[src/design/dq_pkg.sv]
// Shared constants, types and helpers for the double-ended queue.
`timescale 1ns / 1ps

package dq_pkg;

    localparam int DEPTH          = 256;
    localparam int WORD_BITS      = 32;
    localparam int COUNT_BITS     = $clog2(DEPTH + 1);
    localparam int DATA_BITS      = 32;
    localparam int OP_BITS        = 2;
    localparam int COUNT_OUT_BITS = 9;
    localparam int STATUS_BITS    = 2;

    typedef logic [WORD_BITS-1:0]  word_t;
    typedef logic [COUNT_BITS-1:0] count_t;

    typedef enum logic [OP_BITS-1:0] {
        OP_PUSH_FRONT,
        OP_PUSH_BACK,
        OP_POP_FRONT,
        OP_POP_BACK
    } op_t;

    typedef enum logic [STATUS_BITS-1:0] {
        ST_OK,
        ST_POP_EMPTY,
        ST_PUSH_FULL
    } status_t;

    // Broadcast to every cell of the row.
    typedef struct packed {
        logic  en;
        op_t   op;
        word_t word;
    } cell_ctrl_t;

    // What a cell shows its neighbours: occupancy, the front-ordered word
    // and the back-ordered word.
    typedef struct packed {
        logic  occ;
        word_t a;
        word_t b;
    } cell_link_t;

    function automatic word_t to_word(input logic signed [DATA_BITS-1:0] v);
        logic [63:0] w;
        w = 64'(unsigned'(v));
        return w[WORD_BITS-1:0];
    endfunction

    function automatic logic signed [DATA_BITS-1:0] to_data(input word_t v);
        logic [63:0] w;
        w = 64'(v);
        return signed'(w[DATA_BITS-1:0]);
    endfunction

endpackage

[src/design/dq_cell.sv]
// One cell of the queue row: a front-ordered word, a back-ordered word and occupancy.
`timescale 1ns / 1ps

module dq_cell
    import dq_pkg::*;
(
    input  logic       clk,
    input  logic       rst_n,
    input  cell_ctrl_t ctrl,
    input  cell_link_t left,
    input  cell_link_t right,
    output cell_link_t here
);

    logic  occ_reg, occ_next;
    word_t a_reg, a_next;
    word_t b_reg, b_next;

    // Row a keeps the front at cell 0, row b keeps the back at cell 0.
    // The occupied cells always form a prefix, so the first free cell is
    // the one that is empty while its left neighbour is occupied.
    always_comb
    begin
        occ_next = occ_reg;
        a_next   = a_reg;
        b_next   = b_reg;
        if (ctrl.en)
        begin
            case (ctrl.op)
                OP_PUSH_FRONT:
                begin
                    occ_next = left.occ;
                    a_next   = left.a;
                    if (!occ_reg && left.occ)
                    begin
                        b_next = ctrl.word;
                    end
                end
                OP_PUSH_BACK:
                begin
                    occ_next = left.occ;
                    b_next   = left.b;
                    if (!occ_reg && left.occ)
                    begin
                        a_next = ctrl.word;
                    end
                end
                OP_POP_FRONT:
                begin
                    occ_next = right.occ;
                    a_next   = right.a;
                end
                OP_POP_BACK:
                begin
                    occ_next = right.occ;
                    b_next   = right.b;
                end
                default:
                begin
                    occ_next = occ_reg;
                end
            endcase
        end
    end

    always_ff @(posedge clk or negedge rst_n)
    begin
        if (!rst_n)
        begin
            occ_reg <= 1'b0;
        end
        else
        begin
            occ_reg <= occ_next;
        end
    end

    always_ff @(posedge clk)
    begin
        a_reg <= a_next;
        b_reg <= b_next;
    end

    assign here = '{occ: occ_reg, a: a_reg, b: b_reg};

endmodule

[config.mk]
export PLATFORM = sky130hd
export DESIGN_NAME = dq_cell
export DESIGN_NICKNAME = d
export VERILOG_FILES = /design/src/design/dq_pkg.sv /design/src/design/dq_cell.sv
export SDC_FILE = /design/constraint.sdc
export NUM_CORES = 1
export LEC_CHECK = 0
export BUFFER_PORTS_ARGS = -buffer_cell sky130_fd_sc_hd__buf_2
export CORE_MARGIN = 1
export CORE_UTILIZATION = 38
export CTS_CLUSTER_DIAMETER = 80
export CTS_CLUSTER_SIZE = 25
export DETAILED_ROUTE_END_ITERATION = 7
export PLACE_DENSITY_LB_ADDON = 0.25
export SETUP_SLACK_MARGIN = 0.2
export SLEW_MARGIN = 40
export SYNTH_ARGS = -nofsm -noshare
export SYNTH_HDL_FRONTEND = slang
export SYNTH_SLANG_ARGS = --single-unit
[constraint.sdc]
create_clock -name clk -period 2.6 [get_ports clk]
set_input_delay 0.39 -clock clk [delete_from_list [all_inputs] [get_ports clk]]
set_output_delay 0.39 -clock clk [all_outputs]
set_load 0.05 [all_outputs]
* Word level (Yosys, flattened, before mapping)
Index checks and enable logic that the tools add are counted.
Widths: inputs -> output; s select.
** Storage, ports and cells
- Logic and storage cells :: 21
- Bits in registers :: 65
** Cells by class
- Reduce and logical (&&, ||, !) cells :: 9
- Eq/ne operators :: 5
- Muxes and demuxes :: 4
** Operator list (count)
- $pmux 32 s3 :: 2
- $mux 32 :: 1
- $reduce_and 3->1 :: 2
- $reduce_bool 3->1 :: 2
- $eq 2x2->1 const B :: 2
- $ne 2x2->1 const B :: 2
- $reduce_or 2->1 :: 2
- $eq 2x1->1 const B :: 1
- $logic_not 2->1 :: 1
- $pmux 1 s2 :: 1
- $logic_and 1x1->1 :: 1
- $logic_not 1->1 :: 1

* Longest topological paths before layout
Gate-level depths: netlist of the first run.
- Depth in word-level cells :: 4
- Gate-level depth with buffers :: 8
- Gate-level depth less buffers :: 5

* Worst setup path after synthesis of the first run
Ideal clock, no wire load.
- Kind :: input to register
- Start point :: input port ctrl[33] (netlist name)
- End point :: register a_reg[0] (enable)
- Buffers on the path :: 2
- Arrival :: 2.485 ns
- Stages :: 5
- Data required time :: 2.168 ns
- Setup time :: 0.432 ns
- Setup slack :: -0.317 ns
- Cell sequence :: inv_1 > ha_1 > buf_6 > buf_2 > a21oi_1
** On the way
- Longest elaborated chain between the ends :: 3
** RTL lines
- from (decl) :: RTL line dq_cell.sv:9 : input cell_ctrl_t ctrl,
- $eq 2x1->1 (tied with other cells) :: RTL line dq_cell.sv:29 : case (ctrl.op)
- $ne 2x2->1 (no line) / $reduce_bool 3->1 (equally long branches)
- $reduce_and 3->1 (no line) (*)
- to (signal assigned) :: RTL line dq_cell.sv:80 : a_reg <= a_next;
- to (decl) :: RTL line dq_cell.sv:16 : word_t a_reg, a_next;
Every way passes the cells marked *; elsewhere a longest branch is shown, timed or not.
A chain may end at the register's enable or synchronous reset.

* Worst setup path after layout of the first run
- Start point :: input port ctrl[33] (netlist name)
- End point :: register b_reg[1] (data pin)
** On the way
- Longest elaborated chain between the ends :: 2
** RTL lines
- $eq 2x2->1 (tied with other cells) :: RTL line dq_cell.sv:29
- $pmux 32 s3 (*) :: RTL line dq_cell.sv:29
- to (signal assigned) :: RTL line dq_cell.sv:81 : b_reg <= b_next;
- to (decl) :: RTL line dq_cell.sv:17 : word_t b_reg, b_next;
Marked as above.

==> results.py, run 1 <==
metrics = {
    "timing": {
        "max_freq_mhz": 490,
        "setup_viol": 0,
        "rsz0062_at_grt": "false",
        "holdWs_ns": 0.296,
        "period_minus_slack_ns": 2.04,
        "hold_violations": 0,
        "fin_ws_ns": 0.558,
        "drv_slew": 0,
        "max-slew-margin-rel_pct": 59.0,
        "skew_ns": 0.00871,
        "tightestPinTransition_ns": 0.614,
        "post-route-period-util_pct": 78.5,
        "fin_tns_setup_ns": 0,
    },
    "floorplanning": {
        "fp-row-count": 33,
        "dieArea_mm2": 0.00922,
        "io_pins": 232,
        "fp.dieH_um": 96.0,
        "core_area_mm2": 0.00838,
        "die_w_um": 96.0,
        "initial_core_util_pct": 40.1,
    },
    "finish": {
        "fin_util_pct": 56.3,
        "drive_gt1_share_pct": 47.1,
        "antenna_cells": 0,
        "final_cell_mix": "buf_2 (231), a21oi_1 (65), edfxtp_1 (64), nor2_1 (56), nand2_1 (33)",
        "fillerInstances": 804,
        "fin_area_mm2": 0.00472,
        "final_common_cell": "buf_2",
        "syn2layout_area_growth_pct": 40.4,
        "fin_nets": 731,
    },
    "yosys": {
        "synthesis.nets": 509,
        "synth-seq-area-share_pct": 57.9,
        "netlist_instances": 337,
        "yosysUniqueCellTypes": 22,
        "avgSynthCellArea_um2": 9.97,
        "ys_ff_latch": 65,
        "synth_area_mm2": 0.00336,
        "yosys_warnings": 0,
    },
    "critical_path": {
        "r2r_start": "occ_reg$_DFFE_PN0P_",
        "critPathMaxFanout": 35,
        "critPathKind": "in2reg",
        "crit_path_max_incr_delay_ns": 0.61,
        "r2r-end": "b_reg[4]$_DFFE_PP_",
        "rrSetupSlack_ns": 0.76,
        "rr_worst_depth": 4,
        "cp_slowest_cell": "nand2b_2",
        "crit_start": "ctrl[33]",
        "end_kind": "register",
        "worstSetupEndpoint": "b_reg[1]$_DFFE_PP_",
        "path_cells": "buf_2, inv_1, ha_1, buf_4, nand2b_2, o21ai_0, a21oi_1",
        "start_kind": "primary input",
        "cp_data_arrival_time_ns": 2.20,
        "cp_data_required_time_ns": 2.76,
    },
    "global_routing": {
        "grt.overflow.total": 0,
        "grt_util_all_layers_pct": 23.6,
        "met3_usage_pct": 4.27,
        "antenna_found_initial": 0,
        "grt_pass1_wl_um": 16100,
        "top_usage_layer": "met2",
        "grt_util_met2_pct": 39.9,
        "grt_pass1_vias": 3333,
        "gr-usage-met1_pct": 29.0,
        "grt_start_max_net_pins": 36,
    },
    "min_path": {
        "holdCritPathClass": "in2reg",
    },
    "routing": {
        "vias": 3525,
        "drc": 0,
        "drt-initial-drc-count": 174,
        "routed_via_density": 5.28,
        "wire_per_inst_um": 16.8,
        "first_pass_iters": 5,
        "ant_nets": 0,
        "routed_wl_um": 11200,
    },
    "power_and_ir_drop": {
        "p_leak_nw": 2.09,
        "comb_power_share_pct": 28.2,
        "p_sw_w": 0.000935,
        "sequentialPowerShare_pct": 46.4,
        "p_sw_share_pct": 33.7,
        "p_int_w": 0.00184,
        "ir_drop_v": 0.000242,
        "p_per_area_mw_per_mm2": 587,
        "p_clk_share_pct": 25.4,
    },
    "cts": {
        "clkSlewWorstSetupHoldPaths_ns": 0.06,
        "cts_post_setup_buffers_inserted": 0,
        "clockRootBuffer": "clkbuf_8",
        "cts_hold_buf": 1,
        "ctsHtreeMaxLevel": 3,
        "numCtsBuffers": 9,
        "ctsResizeCount": 0,
        "cts_tree": "built",
        "clk_latency_ns": 0.32,
        "clock_sinks": 65,
        "clk_path_buf_depth": 2,
    },
    "place": {
        "placed_cell_area_mm2": 0.00456,
        "place_hpwl_um": 8280,
        "dp_slack_ns": 0.301,
        "port_buffers": 231,
        "gp_congestion": 0.946,
    },
    "status": {
        "status": "finished, final reports clean",
    },
    "run": {
        "maxCapViolations": 0,
    },
}
## stage by stage
stage	total power, W	instances
6_report	0.00277	668
5_1_grt	0.00289	668
4_1_cts	0.00279	668
3_5_place_dp	0.00209	652
3_3_place_gp	0.00207	652
2_1_floorplan	0.00182	337
## area by class of cell
type	count	area [um2]	share of cell area (%)
clock buffers	11	131	2.78
clock inverters	4	21.3	0.451
inverters	3	11.3	0.239
multi-input cells	240	1250	26.5
flip-flops and latches	65	1950	41.3
well taps	105	131	2.78
repair buffers	240	1230	26.0
## routing by layer
layer | wire length (um) | share of wire (%)
met5 | 0 | 0
met4 | 296 | 2.6
met3 | 985 | 8.8
met2 | 5580 | 50
met1 | 4370 | 39
## critical path: cells and delay by family
kind,cells,cell delay (ns)
adders and majority gates,1,0.16
buffers and inverters,3,0.58
AOI/OAI and AO/OA,2,0.44
and+or+nand+nor,1,0.61
## Yosys cell counts
master / instances / area [um2]
o21ai_1: 5 / 25.0
mux2i_1: 1 / 10.0
nor2_2: 10 / 62.6
a22oi_1: 32 / 240
dfrtp_1: 1 / 25.0
buf_2: 12 / 60.1
buf_1: 1 / 3.75
nand2b_1: 2 / 12.5
buf_4: 1 / 7.51
buf_6: 5 / 56.3
a21oi_1: 66 / 330
inv_1: 2 / 7.51
inv_2: 1 / 3.75
ha_1: 5 / 62.6
nor2_1: 56 / 210
nand2b_2: 1 / 8.76
nand2_1: 33 / 124
clkbuf_1: 10 / 37.5
o21ai_0: 27 / 135
or2_1: 1 / 6.26
edfxtp_1: 64 / 1920
o211a_1: 1 / 10.0
## kinds of logic after synthesis
| family | share of synthesized area [%] |
|---|---|
| AOI/OAI and AO/OA | 22.0 |
| and+or+nand+nor | 12.6 |
| DFF | 57.9 |
| buffers and inverters | 5.25 |
| adders and majority gates | 1.86 |
| muxes | 0.298 |
## worst min-delay path by stage
| stage | start | to | slack (ns) | depth (start not counted) |
|---|---|---|---|---|
| 2_1_floorplan | rst_n | occ_reg$_DFFE_PN0P_ | 0.09 | 0 |
| 6_report | ctrl[34] | occ_reg$_DFFE_PN0P_ | 0.30 | 2 |
| 3_5_place_dp | rst_n | occ_reg$_DFFE_PN0P_ | 0.16 | 1 |
| 3_3_place_gp | rst_n | occ_reg$_DFFE_PN0P_ | 0.17 | 1 |
| 5_1_grt | ctrl[34] | occ_reg$_DFFE_PN0P_ | 0.29 | 2 |
| 4_1_cts | ctrl[34] | occ_reg$_DFFE_PN0P_ | 0.28 | 2 |
## power groups by stage
stage | sequential, W | combinational, W | clock (W)
after global routing | 0.00129 | 0.000839 | 0.000761
final | 0.00128 | 0.000782 | 0.000705
after detailed placement | 0.00131 | 0.000777 | 0
after global placement | 0.00131 | 0.000765 | 0
after floorplan | 0.00157 | 0.000251 | 0
after CTS | 0.00129 | 0.000781 | 0.000721
(Power assumes the default switching activity.)
==> run 2, diff against run 1 <==
clock period = 1.65 ns   (was 2.6 ns; I/O delays follow)
==> results.py, run 2 (same netlist as run 1, synthesis figures left out) <==
metrics = {
    "critical_path": {
        "cp_data_arrival_time_ns": 1.41,
        "start_kind": "register",
        "critPathKind": "reg2reg",
        "end_kind": "register",
        "r2r-end": "b_reg[17]$_DFFE_PP_",
        "rrSetupSlack_ns": 0.25,
        "cp_data_required_time_ns": 1.66,
        "r2r_start": "occ_reg$_DFFE_PN0P_",
        "rr_worst_depth": 3,
        "critPathMaxFanout": 16,
    },
    "place": {
        "place_hpwl_um": 8550,
        "placed_cell_area_mm2": 0.00470,
        "port_buffers": 231,
        "dp_slack_ns": -0.109,
        "gp_congestion": 0.803,
    },
    "cts": {
        "ctsHtreeMaxLevel": 3,
        "clockRootBuffer": "clkbuf_8",
        "clk_path_buf_depth": 2,
        "clkSlewWorstSetupHoldPaths_ns": 0.08,
        "clk_latency_ns": 0.34,
        "cts_post_setup_buffers_inserted": 0,
        "numCtsBuffers": 9,
        "clock_sinks": 65,
        "cts_tree": "built",
    },
    "timing": {
        "max-slew-margin-rel_pct": 69.7,
        "fin_ws_ns": 0.251,
        "tightestPinTransition_ns": 0.454,
        "period_minus_slack_ns": 1.40,
        "rsz0062_at_grt": "true",
        "skew_ns": 0.0132,
        "fin_tns_setup_ns": 0,
        "setup_viol": 0,
        "hold_violations": 0,
        "drv_slew": 0,
        "post-route-period-util_pct": 84.8,
        "max_freq_mhz": 715,
    },
    "finish": {
        "syn2layout_area_growth_pct": 46.3,
        "antenna_cells": 0,
        "final_cell_mix": "buf_2 (231), a21oi_1 (65), edfxtp_1 (64), nor2_1 (56), nand2_1 (33)",
        "multi_input_area_mm2": 0.00129,
        "drive_gt1_share_pct": 48.3,
        "fillerInstances": 802,
        "seqCellArea_mm2": 0.00195,
        "final_common_cell": "buf_2",
        "fin_nets": 739,
        "fin_area_mm2": 0.00492,
    },
    "min_path": {
        "hold_depth": 2,
        "hp-start": "ctrl[34]",
        "holdCritPathClass": "in2reg",
        "hold_end": "occ_reg$_DFFE_PN0P_",
    },
    "power_and_ir_drop": {
        "ir_drop_v": 0.000376,
        "total_power_w": 0.00463,
        "p_leak_nw": 2.16,
        "p_per_area_mw_per_mm2": 942,
    },
    "global_routing": {
        "grt_util_all_layers_pct": 25.2,
        "grt_pass1_wl_um": 16800,
        "grt_pass1_vias": 3455,
        "antenna_found_initial": 0,
        "grt.overflow.total": 0,
        "grt_start_max_net_pins": 39,
    },
    "routing": {
        "drt-initial-drc-count": 137,
        "ant_nets": 0,
        "vias": 3548,
        "wire_per_inst_um": 17.3,
        "routed_wl_um": 11700,
        "routed_via_density": 5.24,
        "first_pass_iters": 5,
        "drc": 0,
    },
    "floorplanning": {
        "fp.dieH_um": 96.0,
        "initial_core_util_pct": 40.1,
        "core_area_mm2": 0.00838,
        "io_pins": 232,
        "dieArea_mm2": 0.00922,
        "fp-row-count": 33,
        "die_w_um": 96.0,
    },
    "status": {
        "status": "finished, final reports clean",
    },
    "run": {
        "maxCapViolations": 0,
    },
}
run 2: what timing repair did:
| action | CTS | global route |
|---|---|---|
| pin swaps | 1 | 0 |
| gates cloned | 1 | 0 |
| endpoints found under the hold margin | 1 | 0 |
| endpoints found under the setup margin | 32 | 5 |
| resized for setup | 1 | 2 |
| hold buffers | 1 | 0 |
run 2: metal layers:
metal	track usage [%]	routed length [um]	up-vias
met2	47.8	6120	198
met3	7.35	1140	13
met4	9.33	183	0
li1	-	-	1684
met1	26.0	4290	1653
met5	0	0	-
run 2: cell type report:
cell class,instances,share of cell area [%]
Tap cell,105,2.67
Clock inverter,3,0.865
Inverter,3,0.534
Sequential cell,65,39.6
Timing Repair Buffer,247,27.3
Multi-Input combinational cell,241,26.2
Clock buffer,13,2.83
run 2: power by group:
part | internal [W] | switching [W]
Combinational | 0.000419 | 0.000877
Sequential | 0.00199 | 0.0000306
Clock | 0.000699 | 0.000613
run 2: per-stage QoR:
step,util [%],hold slack (ns),instances
after global routing,58.7,0.184,677
after global placement,56.1,0.0237,659
after CTS,58.6,0.183,677
after detailed placement,56.1,0.0240,659
final,58.7,0.192,677
after floorplan,-,-0.0481,337
run 2: worst max path at each step:
stage	startpoint	endpoint	slack, ns	cells past startpoint
after global routing	occ_reg$_DFFE_PN0P_	b_reg[17]$_DFFE_PP_	0.20	3
after detailed placement	ctrl[33]	b_reg[14]$_DFFE_PP_	-0.11	7
after CTS	occ_reg$_DFFE_PN0P_	b_reg[17]$_DFFE_PP_	0.24	3
after global placement	ctrl[33]	b_reg[27]$_DFFE_PP_	0.006	7
final	occ_reg$_DFFE_PN0P_	b_reg[17]$_DFFE_PP_	0.25	3
after floorplan	ctrl[33]	a_reg[0]$_DFFE_PP_	0.01	5
run 2: critical path, cell delays in order, from the launching register on:
cell and delay, ns:
dfrtp_1 0.39, nand2b_1 0.17, nand2_1 0.15, o211a_4 0.35
==> run 3, diff against run 2 <==
clock period = 1.15 ns   (was 1.65 ns; I/O delays follow)
==> results.py, run 3 (same netlist as run 1, synthesis figures left out) <==
metrics = {
    "global_routing": {
        "grt_pass1_wl_um": 18200,
        "antenna_found_initial": 0,
        "grt_pass1_vias": 3520,
        "grt_util_all_layers_pct": 27.5,
        "grt_start_max_net_pins": 35,
        "grt.overflow.total": 0,
    },
    "timing": {
        "max_freq_mhz": 738,
        "drv_slew": 0,
        "skew_ns": 0.00527,
        "rsz0062_at_grt": "true",
        "fin_ws_ns": -0.206,
        "max-slew-margin-rel_pct": 77.5,
        "period_minus_slack_ns": 1.36,
        "holdWs_ns": 0.134,
        "post-route-period-util_pct": 118,
        "tightestPinTransition_ns": 0.334,
        "hold_violations": 0,
        "setup_viol": 66,
    },
    "run": {
        "maxCapViolations": 0,
    },
    "finish": {
        "drive_gt1_share_pct": 66.7,
        "final_cell_mix": "buf_2 (164), buf_6 (74), edfxtp_1 (64), nor2_1 (35), a21oi_2 (35)",
        "fin_nets": 767,
        "fin_area_mm2": 0.00648,
        "final_common_cell": "buf_2",
        "syn2layout_area_growth_pct": 92.9,
        "antenna_cells": 0,
        "fillerInstances": 528,
        "fin_util_pct": 77.3,
    },
    "cts": {
        "ctsHtreeMaxLevel": 3,
        "clock_sinks": 65,
        "clk_path_buf_depth": 2,
        "cts_tree": "built",
        "clockRootBuffer": "clkbuf_8",
        "clk_latency_ns": 0.35,
        "clkSlewWorstSetupHoldPaths_ns": 0.07,
        "numCtsBuffers": 9,
    },
    "min_path": {
        "holdCritPathClass": "in2async",
    },
    "routing": {
        "routed_wl_um": 14500,
        "ant_nets": 0,
        "wire_per_inst_um": 20.5,
        "first_pass_iters": 5,
        "vias": 3854,
        "drt-initial-drc-count": 179,
        "routed_via_density": 5.47,
        "drc": 0,
    },
    "critical_path": {
        "crit_start": "occ_reg$_DFFE_PN0P_",
        "r2r-end": "a_reg[12]$_DFFE_PP_",
        "worstSetupEndpoint": "a_reg[12]$_DFFE_PP_",
        "cp_data_arrival_time_ns": 1.41,
        "critPathMaxFanout": 16,
        "start_kind": "register",
        "cp_data_required_time_ns": 1.20,
        "rr_worst_depth": 4,
        "critPathKind": "reg2reg",
        "r2r_start": "occ_reg$_DFFE_PN0P_",
        "end_kind": "register",
        "rrSetupSlack_ns": -0.21,
    },
    "place": {
        "gp_congestion": 0.897,
        "placed_cell_area_mm2": 0.00481,
        "port_buffers": 231,
        "dp_slack_ns": -0.473,
        "place_hpwl_um": 8580,
    },
    "status": {
        "violations": "setup timing",
        "status": "finished with violations",
    },
    "floorplanning": {
        "dieArea_mm2": 0.00922,
        "core_area_mm2": 0.00838,
        "die_w_um": 96.0,
        "initial_core_util_pct": 40.1,
        "io_pins": 232,
        "fp-row-count": 33,
        "fp.dieH_um": 96.0,
    },
    "power_and_ir_drop": {
        "ir_drop_v": 0.000746,
        "p_leak_nw": 2.64,
        "p_per_area_mw_per_mm2": 1200,
        "total_power_w": 0.00780,
    },
}
run 3: cell types whose count changed in the layout (fill, tap and decap cells not counted), sizes merged:
cell,change
buf,+22
clkinv,+3
clkbuf,+2
bufinv,+1
clkinvlp,-1
o211a,+1
run 3: layout make-up:
cell class / count / area [um2] / area share, %
repair buffers: 274 / 2300 / 35.5
flip-flops and latches: 65 / 1950 / 30.0
multi-input cells: 242 / 1850 / 28.6
well taps: 105 / 131 / 2.03
clock buffers: 10 / 128 / 1.97
clock inverters: 6 / 82.6 / 1.27
inverters: 3 / 38.8 / 0.598
run 3: what timing repair did:
action	in CTS	in global routing
endpoints found under the hold margin	1	0
hold buffers	1	0
buffers inserted	11	1
endpoints found under the setup margin	194	193
pin swaps	8	45
gates cloned	5	5
gates resized for setup	242	60
run 3: critical path: stages (launching register included):
cell	delay [ns]
dfrtp_1	0.38
nand2b_4	0.16
buf_6	0.12
a21oi_4	0.20
buf_12	0.19
run 3: how the worst min path moves through the flow:
stage | slack, ns | cells past startpoint | to | from
finish | 0.13 | 2 | occ_reg$_DFFE_PN0P_ | rst_n
global route | 0.13 | 2 | occ_reg$_DFFE_PN0P_ | rst_n
CTS | 0.11 | 2 | occ_reg$_DFFE_PN0P_ | rst_n
detailed placement | -0.05 | 1 | occ_reg$_DFFE_PN0P_ | rst_n
global placement | -0.05 | 1 | occ_reg$_DFFE_PN0P_ | rst_n
floorplan | -0.12 | 0 | occ_reg$_DFFE_PN0P_ | rst_n
run 3: per-stage QoR:
step | setup TNS, ns | cells
2_1_floorplan | -25.71 | 337
6_report | -10.94 | 705
3_5_place_dp | -52.07 | 666
4_1_cts | -9.74 | 699
5_1_grt | -12.73 | 705
3_3_place_gp | -47.32 | 666
run 3: power breakdown:
| group | switching [W] | total (W) | leakage [nW] | internal (W) |
|---|---|---|---|---|
| Clock | 0.000905 | 0.00212 | 0.108 | 0.00121 |
| Sequential | 0.0000904 | 0.00295 | 0.614 | 0.00286 |
| Combinational | 0.00157 | 0.00274 | 1.92 | 0.00117 |
| Total | 0.00256 | 0.00780 | 2.64 | 0.00524 |
run 3: metal layers:
metal | share of wire, % | GRT usage [%]
met1 | 37 | 33.0
met5 | 0 | 0
met4 | 2.8 | 10.4
met3 | 8.2 | 6.16
met2 | 52 | 47.9
